[config.mk]
export PLATFORM = sky130hd
export DESIGN_NAME = periodic_task_dispatcher_core
export DESIGN_NICKNAME = d
export VERILOG_FILES = /design/src/rtl/core/ptd_pkg.sv /design/src/rtl/core/periodic_task_dispatcher_core.sv /design/src/rtl/core/ptd_ctrl.sv /design/src/rtl/core/ptd_datapath.sv
export SDC_FILE = /design/constraint.sdc
export NUM_CORES = 1
export LEC_CHECK = 0
export ABC_CLOCK_PERIOD_IN_PS = 4100
export BUFFER_PORTS_ARGS = -buffer_cell sky130_fd_sc_hd__buf_2
export CAP_MARGIN = 15
export CORE_AREA = 2 2 211 109
export CTS_CLUSTER_DIAMETER = 30
export DETAILED_ROUTE_END_ITERATION = 6
export DIE_AREA = 0 0 213 111
export PLACE_DENSITY_LB_ADDON = 0.15
export SYNTH_ARGS = -nofsm -noshare
export SYNTH_HDL_FRONTEND = slang
export SYNTH_SLANG_ARGS = --single-unit
[constraint.sdc]
create_clock -name clk -period 4.1 [get_ports clk]
set_input_delay 0.205 -clock clk [delete_from_list [all_inputs] [get_ports clk]]
set_output_delay 0.205 -clock clk [all_outputs]
set_load 0.05 [all_outputs]
[src/rtl/core/ptd_pkg.sv]
// shared types and constants for the periodic task dispatcher
`default_nettype none

package ptd_pkg;

  // default number of task slots
  localparam int NUM_TASKS_DEF = 8;

  // field widths
  localparam int SLOT_W      = 3;
  localparam int TIME_W      = 16;
  localparam int IN_TDATA_W  = 40;
  localparam int OUT_TDATA_W = 8;

  // operation codes carried in tuser
  localparam logic OP_TICK   = 1'b0;
  localparam logic OP_CREATE = 1'b1;

  // controller states
  typedef enum logic [1:0] {
    ST_IDLE,
    ST_SCAN,
    ST_FLUSH
  } ptd_state_t;

  // commands from controller to datapath
  typedef struct packed {
    logic create;      // write the slot named by the input word
    logic scan_clear;  // start a scan at slot zero
    logic step;        // process the current slot and advance
    logic flush;       // hand the held due slot out as the last word
  } ptd_cmd_t;

  // status from datapath to controller
  typedef struct packed {
    logic due;         // current slot is valid with countdown zero
    logic held_valid;  // a due slot waits to learn whether it is the last
    logic out_free;    // output register can take a word this cycle
    logic scan_end;    // current slot is the final one
  } ptd_status_t;

endpackage

`default_nettype wire

[src/rtl/core/periodic_task_dispatcher_core.sv]
// Periodic task dispatcher: top level joining controller and datapath.
//
// Input channel s_axis: tuser selects the operation (0 tick, 1 create).
// A create word writes period and start delay into the named slot and
// marks it valid; a slot at or above NUM_TASKS is ignored. A create
// word gives no output word.
// A tick word starts a scan of all slots, one slot per cycle unless
// stalled, lowest index first. Each valid slot with countdown zero is
// due: its countdown reloads with period minus one, every other valid
// slot counts down. Output channel m_axis carries one word per due
// slot; tlast marks the final due slot of the tick. A tick with no due
// slot gives no word. After a tick is taken s_axis_tready stays low
// through the scan of every slot and the flush, so the next word is
// taken once the controller is back in idle, later if the output stalls.
// The first word of a tick is valid once the second due slot is found or
// at the flush. When m_axis_tready is low the scan pauses at the next
// due slot while a word already waits; nothing is dropped.
// Reset clears all valid marks, so no task exists after reset.
`default_nettype none

module periodic_task_dispatcher_core #(
  parameter int NUM_TASKS = ptd_pkg::NUM_TASKS_DEF
) (
  input  wire logic                             clk,
  input  wire logic                             rst,
  input  wire logic                             s_axis_tvalid,
  output logic                                  s_axis_tready,
  // slot [2:0], period [18:3], start_delay [34:19], zero [39:35]
  input  wire logic [ptd_pkg::IN_TDATA_W-1:0]   s_axis_tdata,
  // op
  input  wire logic                             s_axis_tuser,
  output logic                                  m_axis_tvalid,
  input  wire logic                             m_axis_tready,
  // due_slot [2:0], zero [7:3]
  output logic [ptd_pkg::OUT_TDATA_W-1:0]       m_axis_tdata,
  output logic                                  m_axis_tlast
);

  import ptd_pkg::*;

  ptd_cmd_t          cmd;
  ptd_status_t       status;
  logic [SLOT_W-1:0] in_slot;
  logic [TIME_W-1:0] in_period;
  logic [TIME_W-1:0] in_start_delay;
  logic [SLOT_W-1:0] out_slot;

  // unpack the input word
  assign in_slot        = s_axis_tdata[SLOT_W-1:0];
  assign in_period      = s_axis_tdata[SLOT_W+TIME_W-1:SLOT_W];
  assign in_start_delay = s_axis_tdata[SLOT_W+2*TIME_W-1:SLOT_W+TIME_W];

  // controller
  ptd_ctrl u_ctrl (
    .clk      (clk),
    .rst      (rst),
    .in_valid (s_axis_tvalid),
    .in_op    (s_axis_tuser),
    .status   (status),
    .in_ready (s_axis_tready),
    .cmd      (cmd)
  );

  // datapath
  ptd_datapath #(
    .NUM_TASKS (NUM_TASKS)
  ) u_datapath (
    .clk            (clk),
    .rst            (rst),
    .cmd            (cmd),
    .in_slot        (in_slot),
    .in_period      (in_period),
    .in_start_delay (in_start_delay),
    .out_ready      (m_axis_tready),
    .status         (status),
    .out_valid      (m_axis_tvalid),
    .out_slot       (out_slot),
    .out_last       (m_axis_tlast)
  );

  // pack the output word
  assign m_axis_tdata = OUT_TDATA_W'(out_slot);

endmodule

`default_nettype wire

[src/rtl/core/ptd_ctrl.sv]
// controller state machine for the periodic task dispatcher
`default_nettype none

module ptd_ctrl (
  input  wire logic                clk,
  input  wire logic                rst,
  input  wire logic                in_valid,
  input  wire logic                in_op,
  input  wire ptd_pkg::ptd_status_t status,
  output logic                     in_ready,
  output ptd_pkg::ptd_cmd_t        cmd
);

  import ptd_pkg::*;

  ptd_state_t state;
  ptd_state_t state_next;
  logic       step_ok;
  logic       flush_ok;

  // a due slot can only be taken when the held one has somewhere to go
  assign step_ok  = !(status.due && status.held_valid && !status.out_free);
  assign flush_ok = !status.held_valid || status.out_free;

  // state register
  always_ff @(posedge clk) begin
    if (rst) begin
      state <= ST_IDLE;
    end else begin
      state <= state_next;
    end
  end

  // next state
  always_comb begin
    state_next = state;
    case (state)
      ST_IDLE: begin
        if (in_valid && (in_op == OP_TICK)) begin
          state_next = ST_SCAN;
        end
      end
      ST_SCAN: begin
        if (step_ok && status.scan_end) begin
          state_next = ST_FLUSH;
        end
      end
      ST_FLUSH: begin
        if (flush_ok) begin
          state_next = ST_IDLE;
        end
      end
      default: begin
        state_next = ST_IDLE;
      end
    endcase
  end

  // outputs
  always_comb begin
    in_ready       = 1'b0;
    cmd            = '0;
    case (state)
      ST_IDLE: begin
        in_ready       = 1'b1;
        cmd.create     = in_valid && (in_op == OP_CREATE);
        cmd.scan_clear = in_valid && (in_op == OP_TICK);
      end
      ST_SCAN: begin
        cmd.step = step_ok;
      end
      ST_FLUSH: begin
        cmd.flush = flush_ok;
      end
      default: begin
        in_ready = 1'b0;
      end
    endcase
  end

endmodule

`default_nettype wire

[src/rtl/core/ptd_datapath.sv]
// slot tables, scan pointer and output register for the task dispatcher
`default_nettype none

module ptd_datapath #(
  parameter int NUM_TASKS = ptd_pkg::NUM_TASKS_DEF
) (
  input  wire logic                        clk,
  input  wire logic                        rst,
  input  wire ptd_pkg::ptd_cmd_t           cmd,
  input  wire logic [ptd_pkg::SLOT_W-1:0]  in_slot,
  input  wire logic [ptd_pkg::TIME_W-1:0]  in_period,
  input  wire logic [ptd_pkg::TIME_W-1:0]  in_start_delay,
  input  wire logic                        out_ready,
  output ptd_pkg::ptd_status_t             status,
  output logic                             out_valid,
  output logic [ptd_pkg::SLOT_W-1:0]       out_slot,
  output logic                             out_last
);

  import ptd_pkg::*;

  localparam int IDX_W = (NUM_TASKS > 1) ? $clog2(NUM_TASKS) : 1;

  logic              slot_valid     [NUM_TASKS];
  logic [TIME_W-1:0] slot_period    [NUM_TASKS];
  logic [TIME_W-1:0] slot_countdown [NUM_TASKS];

  logic [IDX_W-1:0]       scan_idx;
  logic [IDX_W-1:0]       held_idx;
  logic                   held_valid;
  logic [IDX_W+SLOT_W-1:0] slot_wide;
  logic [IDX_W+SLOT_W-1:0] held_wide;
  logic [IDX_W-1:0]       wr_idx;
  logic                   wr_in_range;
  logic                   cur_valid;
  logic [TIME_W-1:0]      cur_count;
  logic [TIME_W-1:0]      cur_period;
  logic                   due;
  logic                   out_free;
  logic                   load_mid;
  logic                   load_end;

  // create address and its range check
  assign slot_wide   = (IDX_W+SLOT_W)'(in_slot);
  assign wr_idx      = slot_wide[IDX_W-1:0];
  assign wr_in_range = (32'(in_slot) < NUM_TASKS);
  assign held_wide   = (IDX_W+SLOT_W)'(held_idx);

  // current slot under the scan pointer
  assign cur_valid  = slot_valid[scan_idx];
  assign cur_count  = slot_countdown[scan_idx];
  assign cur_period = slot_period[scan_idx];
  assign due        = cur_valid && (cur_count == '0);

  assign out_free = !out_valid || out_ready;
  assign load_mid = cmd.step && due && held_valid;
  assign load_end = cmd.flush && held_valid;

  assign status.due        = due;
  assign status.held_valid = held_valid;
  assign status.out_free   = out_free;
  assign status.scan_end   = (scan_idx == IDX_W'(NUM_TASKS - 1));

  // control state: valid marks, scan pointer, held and output flags
  always_ff @(posedge clk) begin
    if (rst) begin
      for (int i = 0; i < NUM_TASKS; i++) begin
        slot_valid[i] <= 1'b0;
      end
      scan_idx   <= '0;
      held_valid <= 1'b0;
      out_valid  <= 1'b0;
    end else begin
      // a new word loads, otherwise a taken word clears the flag
      if (load_mid || load_end) begin
        out_valid <= 1'b1;
      end else if (out_ready) begin
        out_valid <= 1'b0;
      end
      if (cmd.create && wr_in_range) begin
        slot_valid[wr_idx] <= 1'b1;
      end
      if (cmd.scan_clear) begin
        scan_idx   <= '0;
        held_valid <= 1'b0;
      end
      if (cmd.step) begin
        scan_idx <= scan_idx + IDX_W'(1);
        if (due) begin
          held_valid <= 1'b1;
        end
      end
      if (cmd.flush) begin
        held_valid <= 1'b0;
      end
    end
  end

  // slot tables and payload registers
  always_ff @(posedge clk) begin
    if (cmd.create && wr_in_range) begin
      slot_period[wr_idx]    <= in_period;
      slot_countdown[wr_idx] <= in_start_delay;
    end
    if (cmd.step && cur_valid) begin
      if (due) begin
        slot_countdown[scan_idx] <= cur_period - TIME_W'(1);
        held_idx                 <= scan_idx;
      end else begin
        slot_countdown[scan_idx] <= cur_count - TIME_W'(1);
      end
    end
    if (load_mid || load_end) begin
      out_slot <= held_wide[SLOT_W-1:0];
      out_last <= load_end;
    end
  end

  // a word is never written over one that is still waiting
  assert property (@(posedge clk) disable iff (rst)
    (load_mid || load_end) |-> out_free)
    else $error("output word overwritten while stalled");

  // a held slot followed by another due slot goes out as not last
  assert property (@(posedge clk) disable iff (rst)
    load_mid |=> (out_valid && !out_last))
    else $error("mid-run word missing or marked last");

  // the flush hands out the held slot as the last word
  assert property (@(posedge clk) disable iff (rst)
    load_end |=> (out_valid && out_last && !held_valid))
    else $error("final word missing or not marked last");

  // a new scan starts with nothing held
  assert property (@(posedge clk) disable iff (rst)
    cmd.scan_clear |=> (!held_valid && (scan_idx == '0)))
    else $error("scan did not start clean");

endmodule

`default_nettype wire

# Word level (Yosys, flattened, before mapping)

Memory sizes are Yosys's and may differ from the RTL's. A register that Yosys moved wholly into a read port is not among the register bits.
Index checks and enable logic that the tools add are counted.

Bits in registers: 14
Memory bits (writable): 264
Input port bits: 45
Output and inout bits: 11
Word-level logic and storage cells: 87
Memories: 3

Add/subtract/negate cells: 3
Equality and inequality tests: 6
Mux-type cells: 40
Bitwise logic cells: 2
Reduce and logical (&&, ||, !) cells: 26

Memories:

| memory                    | depth | bits a word | read ports | clocked after memory_dff | write ports | line               | text |
|---|---|---|---|---|---|---|---|
| u_datapath.slot_countdown | 8     | 16          | 1          | 1                        | 1           | ptd_datapath.sv:26 | `logic [TIME_W-1:0] slot_countdown [NUM_TASKS];` |
| u_datapath.slot_period    | 8     | 16          | 1          | 1                        | 1           | ptd_datapath.sv:25 | `logic [TIME_W-1:0] slot_period [NUM_TASKS];` |
| u_datapath.slot_valid     | 8     | 1           | 1          | 1                        | 8           | ptd_datapath.sv:24 | `logic slot_valid [NUM_TASKS];` |

Operators with widths:

| operator                                                               | number |
|---|---|
| 16-bit 2-to-1 mux                                                      | 2 |
| 16-bit by 1-bit subtractor with 16-bit output (second input constant)  | 2 |
| 3-bit 2-to-1 mux                                                       | 10 |
| 1-bit 2-to-1 mux                                                       | 23 |
| 16-bit zero test                                                       | 1 |
| 16-bit OR reduction                                                    | 1 |
| 1-bit logical AND                                                      | 10 |
| 2-bit 2-to-1 mux                                                       | 4 |
| 2-bit by 1-bit != test with 1-bit output (second input constant)       | 3 |
| 2-bit case mux with 3 select lines                                     | 1 |
| 1-bit zero test                                                        | 4 |
| 2-bit nonzero test                                                     | 2 |
| 3-bit by 1-bit adder with 3-bit output (second input constant)         | 1 |
| 3-bit equality test (second input constant)                            | 1 |
| 1-bit logical OR                                                       | 3 |
| 3-bit AND reduction                                                    | 1 |
| 2-bit by 1-bit equality test with 1-bit output (second input constant) | 1 |
| 2-bit equality test (second input constant)                            | 1 |
| 2-bit zero test                                                        | 1 |
| 2-bit AND reduction                                                    | 1 |
| 2-bit OR reduction                                                     | 1 |
| 1-bit NOT                                                              | 1 |
| 1-bit OR                                                               | 1 |
| 1-bit OR reduction                                                     | 1 |

# Depth between registers and ports, before layout

Gate-level depths: netlist of run 1.

Word-level depth: 12
Gate-level depth with buffers: 18
Mapped depth without buffers: 13

# Hierarchy

From an unflattened synthesis of run 1, not the netlist that was laid out.

Cell total of the unflattened synthesis: 913
Area total of the unflattened synthesis: 13246.5 um2

Modules (own cells, without submodules):

| module                        | instances | cells each | area each (um2) | seq. area each (um2) |
|---|---|---|---|---|
| ptd_datapath                  | 1         | 891        | 13057.5         | 8217.9 |
| ptd_ctrl                      | 1         | 16         | 147.6           | 40.0 |
| periodic_task_dispatcher_core | 1         | 6          | 41.3            | 0.0 |

# Worst setup path after synthesis of run 1

OpenSTA, ideal clock, no wires.

Kind: flip-flop to flip-flop
Start point: reg with a tool-made name
End point: mem u_datapath.slot_countdown[0][12] (data pin)
Setup time: 0.174 ns
Data arrival time: 4.205 ns
Required time: 3.926 ns
Setup slack: -0.279 ns
Cell stages (with the launch flop): 18
Buffers on the path: 4
Period minus slack after synthesis: 4.379 ns
Cell sequence: dfxtp_1 buf_4 mux4_2 nor3b_1 o21ai_1 or4b_1 buf_2 o31ai_2 buf_6 buf_2 mux2_2 ha_1 nand2_1 or3_1 nor2_1 mux2i_1 or4_1 nand3_1

RTL lines:

| element       | line |
|---|---|
| end, declared | ptd_datapath.sv:26 |

==> results.md, run 1 <==
* 1st-iter DRT viols at 751
* Total wire length at 28.3 mm
* CTS Buffer Depth at 3
* # IOs at 56
* Final period util at 100%
* Layout Utilization at 66.0%
* Hold Fails Final Rpt at 0
* Finish-stage setup viols at 8
* Failing checks: negative setup slack
* Post-synth top cells: edfxtp_1 (263), mux4_2 (63), mux2i_1 (46), nor2_1 (40), nand2_1 (36)
* Critical path class: reg -> reg
* Worst Slack Setup Final at -3.22 ps
* Min-delay worst type: in -> reg
* Share of cells above drive strength 1 at 37.8%
* Layout Cells excl Fill at 1184
* DRC at 0
* Post-DP HPWL at 18.5 mm
* Worst Setup End Kind: flip-flop
* Crit path launch type: flip-flop
* Design Area, Final at 14600 sq um
* Prevailing post-synth register cell: edfxtp_1
* Max Cap Viol at 0
* Final Power at 6.34 mW
* Most frequent cell after synthesis: edfxtp_1
* Synth area leader: edfxtp_1
* PD cells at 434 nW/um^2
* Slew Viols, Final at 0
* CTS buffer count at 35
* First-pass GRT wire length at 42.6 mm
* CP Data Arrival Time at 4460 ps
* RSZ-0062 raised after global routing: yes
* Worst slew pin tran at 928 ps
* Layout Skew at 30.4 ps
* Worst-path maximum fanout at 11
* Synth Instances at 683
* Vias/cell at 6.00
* Post-route ant nets at 0
* Share of flip-flops with an asynchronous set or reset at 0%
* DRT Pass-1 Iters at 5
* Syn Std Cell Area at 11900 sq um
* Seq/Total Area, Yosys at 69.6%
* Initial Util at 53.7%
* Clock transition at the registers of the reported paths at 60 ps
* Yosys top cell area share at 66.5%
* Die height at 111 microns
* Clock Tree Root: clkbuf_16
* Nets at 901
* FF+latch count, synth at 281
* Port-buffer cells at 45
* Leak Pwr at 5.04 nW
* Via count at 7104
* Number of synthesized flops with an enable pin at 263
* Drt wl/cell at 23.9 microns
* RePlAce Congestion at 0.876
* Row count at 39
* H-tree Lvls at 2
* Setup total negative slack at -13.6 ps
* Yosys cell types at 59
* Fmax at 244 MHz
* Initial antenna violation count at 1
* Die W at 213 microns
* Largest cells by area after synthesis: edfxtp_1 (67%), mux4_2 (12%), mux2i_1 (3.9%)
* Required time of the critical path at 4450 ps
* Slew headroom at 38.1%
* Grt ovf at 0
* Hold_sp: s_axis_tdata[3]
* Synth warn at 0
* Largest net degree at the start of global routing at 27
* CTS tree: yes
* Placed Area at 13000 sq um
* Vias in the first global route at 7125
* CTS Sinks at 281
* Full die area at 23600 sq um
* Clk_lat worst skew at 510 ps
* Core ar. at 22100 sq um
* Syn Area/Cell at 17.4 sq um
* Pre-CTS setup slack at -351 ps
* Run status: complete, but fails checks
* Syn-to-layout area delta at 23.0%
* Placed insts at 1089
* Worst vdd ir at 329 uV
* Final hold slack at 18.9 ps
* Overall Global Routing Usage at 24.6%
* Minimum clock period at 4100 ps
[metal layers]
layer  track usage (%)  wire, microns  up-vias  share of wire, %
li1                  -              -     3102                 -
met1              39.3          13100     3647                46
met2              34.3          12200      315                43
met3              6.57           2580       40               9.1
met4              4.62            393        0               1.4
met5                 0              0        -                 0
[report_power, final]
part           internal (mW)  switching, mW  leakage (nW)
clock                   1.60           1.19         0.506
combinational          0.161          0.207          2.01
sequential              3.17         0.0154          2.53
total                   4.93           1.41          5.04
[logic make-up (layout without fill, tap and decap cells)]
| family | count (synthesis) | in the layout | share of synthesized area (%) |
|---|---|---|---|
| adder cells (fa/ha/maj) | 3 | 3 | 0.316 |
| XOR/XNOR | 11 | 11 | 0.812 |
| AND/OR/NAND/NOR | 157 | 157 | 6.68 |
| multiplexers | 122 | 122 | 17.1 |
| other | 1 | 6 | 0.0316 |
| AO/OA/AOI/OAI | 66 | 66 | 3.72 |
| flip-flops | 281 | 281 | 69.6 |
| buffers and inverters | 42 | 231 | 1.78 |
[cell type report]
| type | count | area (sq um) |
|---|---|---|
| fill | 1488 | 7510 |
| sequential | 281 | 8270 |
| clock buffer | 40 | 895 |
| clock inverter | 20 | 150 |
| timing repair buffer | 163 | 1190 |
| multi-input combinational | 364 | 3670 |
| tap | 307 | 384 |
| inverter | 8 | 30.0 |
| antenna | 1 | 2.50 |
[state kept, by name, summed over array words and instances, names as in the netlist, named ones only]
register / count
u_datapath.held_idx: 3
u_datapath.held_valid: 1
u_datapath.slot_period: 128
u_datapath.out_valid: 1
u_datapath.out_slot: 3
u_datapath.scan_idx: 3
u_datapath.slot_countdown: 128
u_datapath.slot_valid: 8
u_datapath.out_last: 1
u_ctrl.state: 2
[worst paths after layout]
check	slack, ps	cells after the start	to
setup / recovery	-3	16	u_datapath.slot_countdown[2][12]
hold reg to reg	450	2	u_datapath.slot_valid[2]
setup reg to reg	-3	16	u_datapath.slot_countdown[2][12]
hold / removal	20	1	u_datapath.slot_period[0][0]
[timing repair]
action	4_1_cts	5_1_grt
pin swaps	3	12
gates cloned	0	0
setup buffers	9	10
endpoints found under the hold margin	120	0
gates resized for setup	20	32
hold buffers	15	0
setup endpoints to repair	56	80
[cell usage in the layout, fill, tap and decap left out, drive strengths merged, types with 7 or more instances in the layout]
cell and n:
mux2i 46, o21ai 14, clkbuf 40, a21oi 14
nand2 36, nand3 10, mux2 13, nor2 40
nor3 17, inv 15, xnor2 7, clkinv 9
nand2b 10, mux4 63, dlygate4sd3 15, edfxtp 263
dfxtp 18, nand4 7, buf 148
[worst max-delay path, cell delays in order (launching register included)]
cell      delay [ps]
dfxtp_4          380
buf_6            170
buf_6            170
o311ai_4         320
o32ai_1          120
nor3_1           240
buf_4            160
nand4_1          220
o31ai_4          410
mux2_4           250
ha_4             150
nand2_2           60
or3_4            420
nor2_4           120
mux2i_4          100
or4_4            500
nand3_4          120
Note: power is estimated with default switching activity, not from simulation.
==> inputs of run 2 (changes only) <==
- ABC_CLOCK_PERIOD_IN_PS: 4100 -> 4180
- CORE_AREA: 2 2 211 109 -> 2 2 247 127
- DIE_AREA: 0 0 213 111 -> 0 0 249 129
- TNS_END_PERCENT: not set -> 5
- clock period: 4.1 -> 4.18 ns (I/O delays scaled with it)
==> results.md, run 2 (synthesis results as in run 1) <==
* Run status: completed
* CTS tree: yes
* Crit path launch type: flip-flop
* Min-delay worst type: in -> reg
* Leak Pwr at 5.02 nW (-0.36%)
* First-pass GRT wire length at 44.6 mm (+4.7%)
* Die W at 249 microns (+17%)
* Internal power at 5.24 mW (+6.4%)
* CTS Buffer Depth at 3 (unchanged)
* Commonest non-fill, non-tap cells in the layout: edfxtp_1 (263), buf_4 (83), mux4_2 (63)
* H-tree Lvls at 2 (unchanged)
* RSZ-0062 raised after global routing: yes
* Slew Viols, Final at 0 (unchanged)
* Minimum clock period at 4100 ps (-1.89 ps)
* Fillers at 2476 (+66%)
* Via count at 6937 (-2.4%)
* Initial Util at 39.7% (-14 points)
* DRT Pass-1 Iters at 5 (unchanged)
* Row count at 45 (+15%)
* Nets at 889 (-1.3%)
* Biggest regs: u_datapath.slot_countdown: 128 flops, u_datapath.slot_period: 128 flops, u_datapath.slot_valid: 8 flops
* 1st-iter DRT viols at 661 (-12%)
* Clock network power share at 48.1% (+4.2 points)
* Critical path class: reg -> reg
* # IOs at 56 (unchanged)
* Post-DP HPWL at 20.0 mm (+8.1%)
* Clk_lat worst skew at 520 ps (about the same)
* Layout Skew at 15.7 ps (-14.7 ps)
* Worst slew pin tran at 894 ps (-33.6 ps)
* Sequential power share at 46.7% (-3.6 points)
* Most common cell after layout, fill and taps aside: edfxtp_1
* Clock Tree Root: clkbuf_16
* Overall Global Routing Usage at 19.0% (-5.6 points)
* Grt ovf at 0 (unchanged)
* Drt wl/cell at 23.2 microns (-2.7%)
* PD cells at 455 nW/um^2 (+4.6%)
* Vias/cell at 5.48 (-8.7%)
* Clock transition at the registers of the reported paths at 60 ps (about the same)
* Hold Fails Final Rpt at 0 (unchanged)
* Worst vdd ir at 314 uV (-4.4%)
* Final hold slack at 16.0 ps (-2.92 ps)
* Full die area at 32100 sq um (+36%)
* Required time of the critical path at 4540 ps (+90 ps)
* Total wire length at 29.4 mm (+4.0%)
* Fmax at 244 MHz (about the same)
* Max Cap Viol at 0 (unchanged)
* CTS Sinks at 281 (unchanged)
* Port-buffer cells at 45 (unchanged)
* RePlAce Congestion at 0.891 (+1.8%)
* Comb power frac at 5.2% (-0.6 points)
* Worst-path maximum fanout at 28 (+17)
* Pre-CTS setup slack at -253 ps (+98.3 ps)
* CP Data Arrival Time at 4460 ps (about the same)
* P_sw at 1.45 mW (+3.1%)
* DRC at 0 (unchanged)
* Die height at 129 microns (+16%)
* Core ar. at 29900 sq um (+35%)
* Largest net degree at the start of global routing at 29 (+7.4%)
* Vias in the first global route at 7102 (-0.32%)
* Sw frac at 21.7% (-0.53 points)
* Slew headroom at 39.8% (+1.7 points)
* Syn-to-layout area delta at 24.1%
* Finish-stage setup viols at 0 (-8)
* Final period util at 98.1% (-2.0 points)
* Worst Setup End Kind: flip-flop
* Initial antenna violation count at 0 (-1)
* Post-route ant nets at 0 (unchanged)
* Worst Slack Setup Final at 78.7 ps (+81.9 ps)
* Share of cells above drive strength 1 at 35.8% (-2.0 points)
* # diodes at 0 (-1)
* CTS buffer count at 37 (+5.7%)
## run 2: layer usage
metal / vias up / wire (microns) / GRT usage, %
li1: 3077 / - / -
met1: 3592 / 14900 / 29.9
met2: 228 / 12200 / 26.7
met3: 40 / 1960 / 4.19
met4: 0 / 360 / 4.03
met5: - / 0 / 0
## run 2: area by class of cell
type                    count  area (sq um)  area share, %
clock inverters            24           302           2.05
flip-flops and latches    281          8270           56.1
repair buffers            149          1100           7.50
multi-input cells         364          3570           24.3
well taps                 399           499           3.39
clock buffers              41           951           6.46
inverters                   8          30.0          0.204
## run 2: timing repair
action                                 CTS  global route
setup endpoints to repair               72            88
gates resized for setup                 12            17
buffers inserted                         1             1
pin swaps                                2             1
cloned                                   0             0
endpoints found under the hold margin  120             0
hold buffers                            15             0
## run 2: path summary, 6_finish.rpt
| path | from | slack (ps) | to | cells past startpoint |
|---|---|---|---|---|
| min | s_axis_tdata[14] | 20 | u_datapath.slot_period[4][11] | 1 |
| max | flip-flop | 80 | u_datapath.slot_countdown[2][12] | 14 |
| min reg2reg | u_datapath.held_idx[1] | 420 | u_datapath.out_slot[1] | 0 |
| max reg2reg | flip-flop | 80 | u_datapath.slot_countdown[2][12] | 14 |
## run 2: power groups by stage
| stage | Clock, mW | Sequential (mW) | Combinational (mW) |
|---|---|---|---|
| finish | 3.22 | 3.12 | 0.349 |
| global route | 3.42 | 3.12 | 0.382 |
| CTS | 3.29 | 3.12 | 0.348 |
| detailed placement | 0 | 3.18 | 0.332 |
| global placement | 0 | 3.18 | 0.323 |
| floorplan | 0 | 3.18 | 0.190 |
## run 2: critical path, stage by stage, from the launching register on
cell and delay, ps:
dfxtp_4 410, buf_12 220, mux2_2 370, or4_1 490, nand4_1 160, nand3_2 140, o31ai_4 350, mux2_2 250
ha_4 140, nand2_1 60, or3_1 330, nor2_1 160, mux2i_2 140, or4_4 560, nand3_4 120
## run 2: stage by stage
stage	total power, mW	util, %	TNS [ps]	std cells	instance area (sq um)
final	6.69	49.3	0	1266	14700
after global routing	6.92	49.3	-4240	1266	14700
after CTS	6.76	49.0	0	1265	14700
after detailed placement	3.52	44.2	-8520	1184	13200
after global placement	3.50	44.2	-2540	1184	13200
after floorplan	3.37	-	0	687	11900
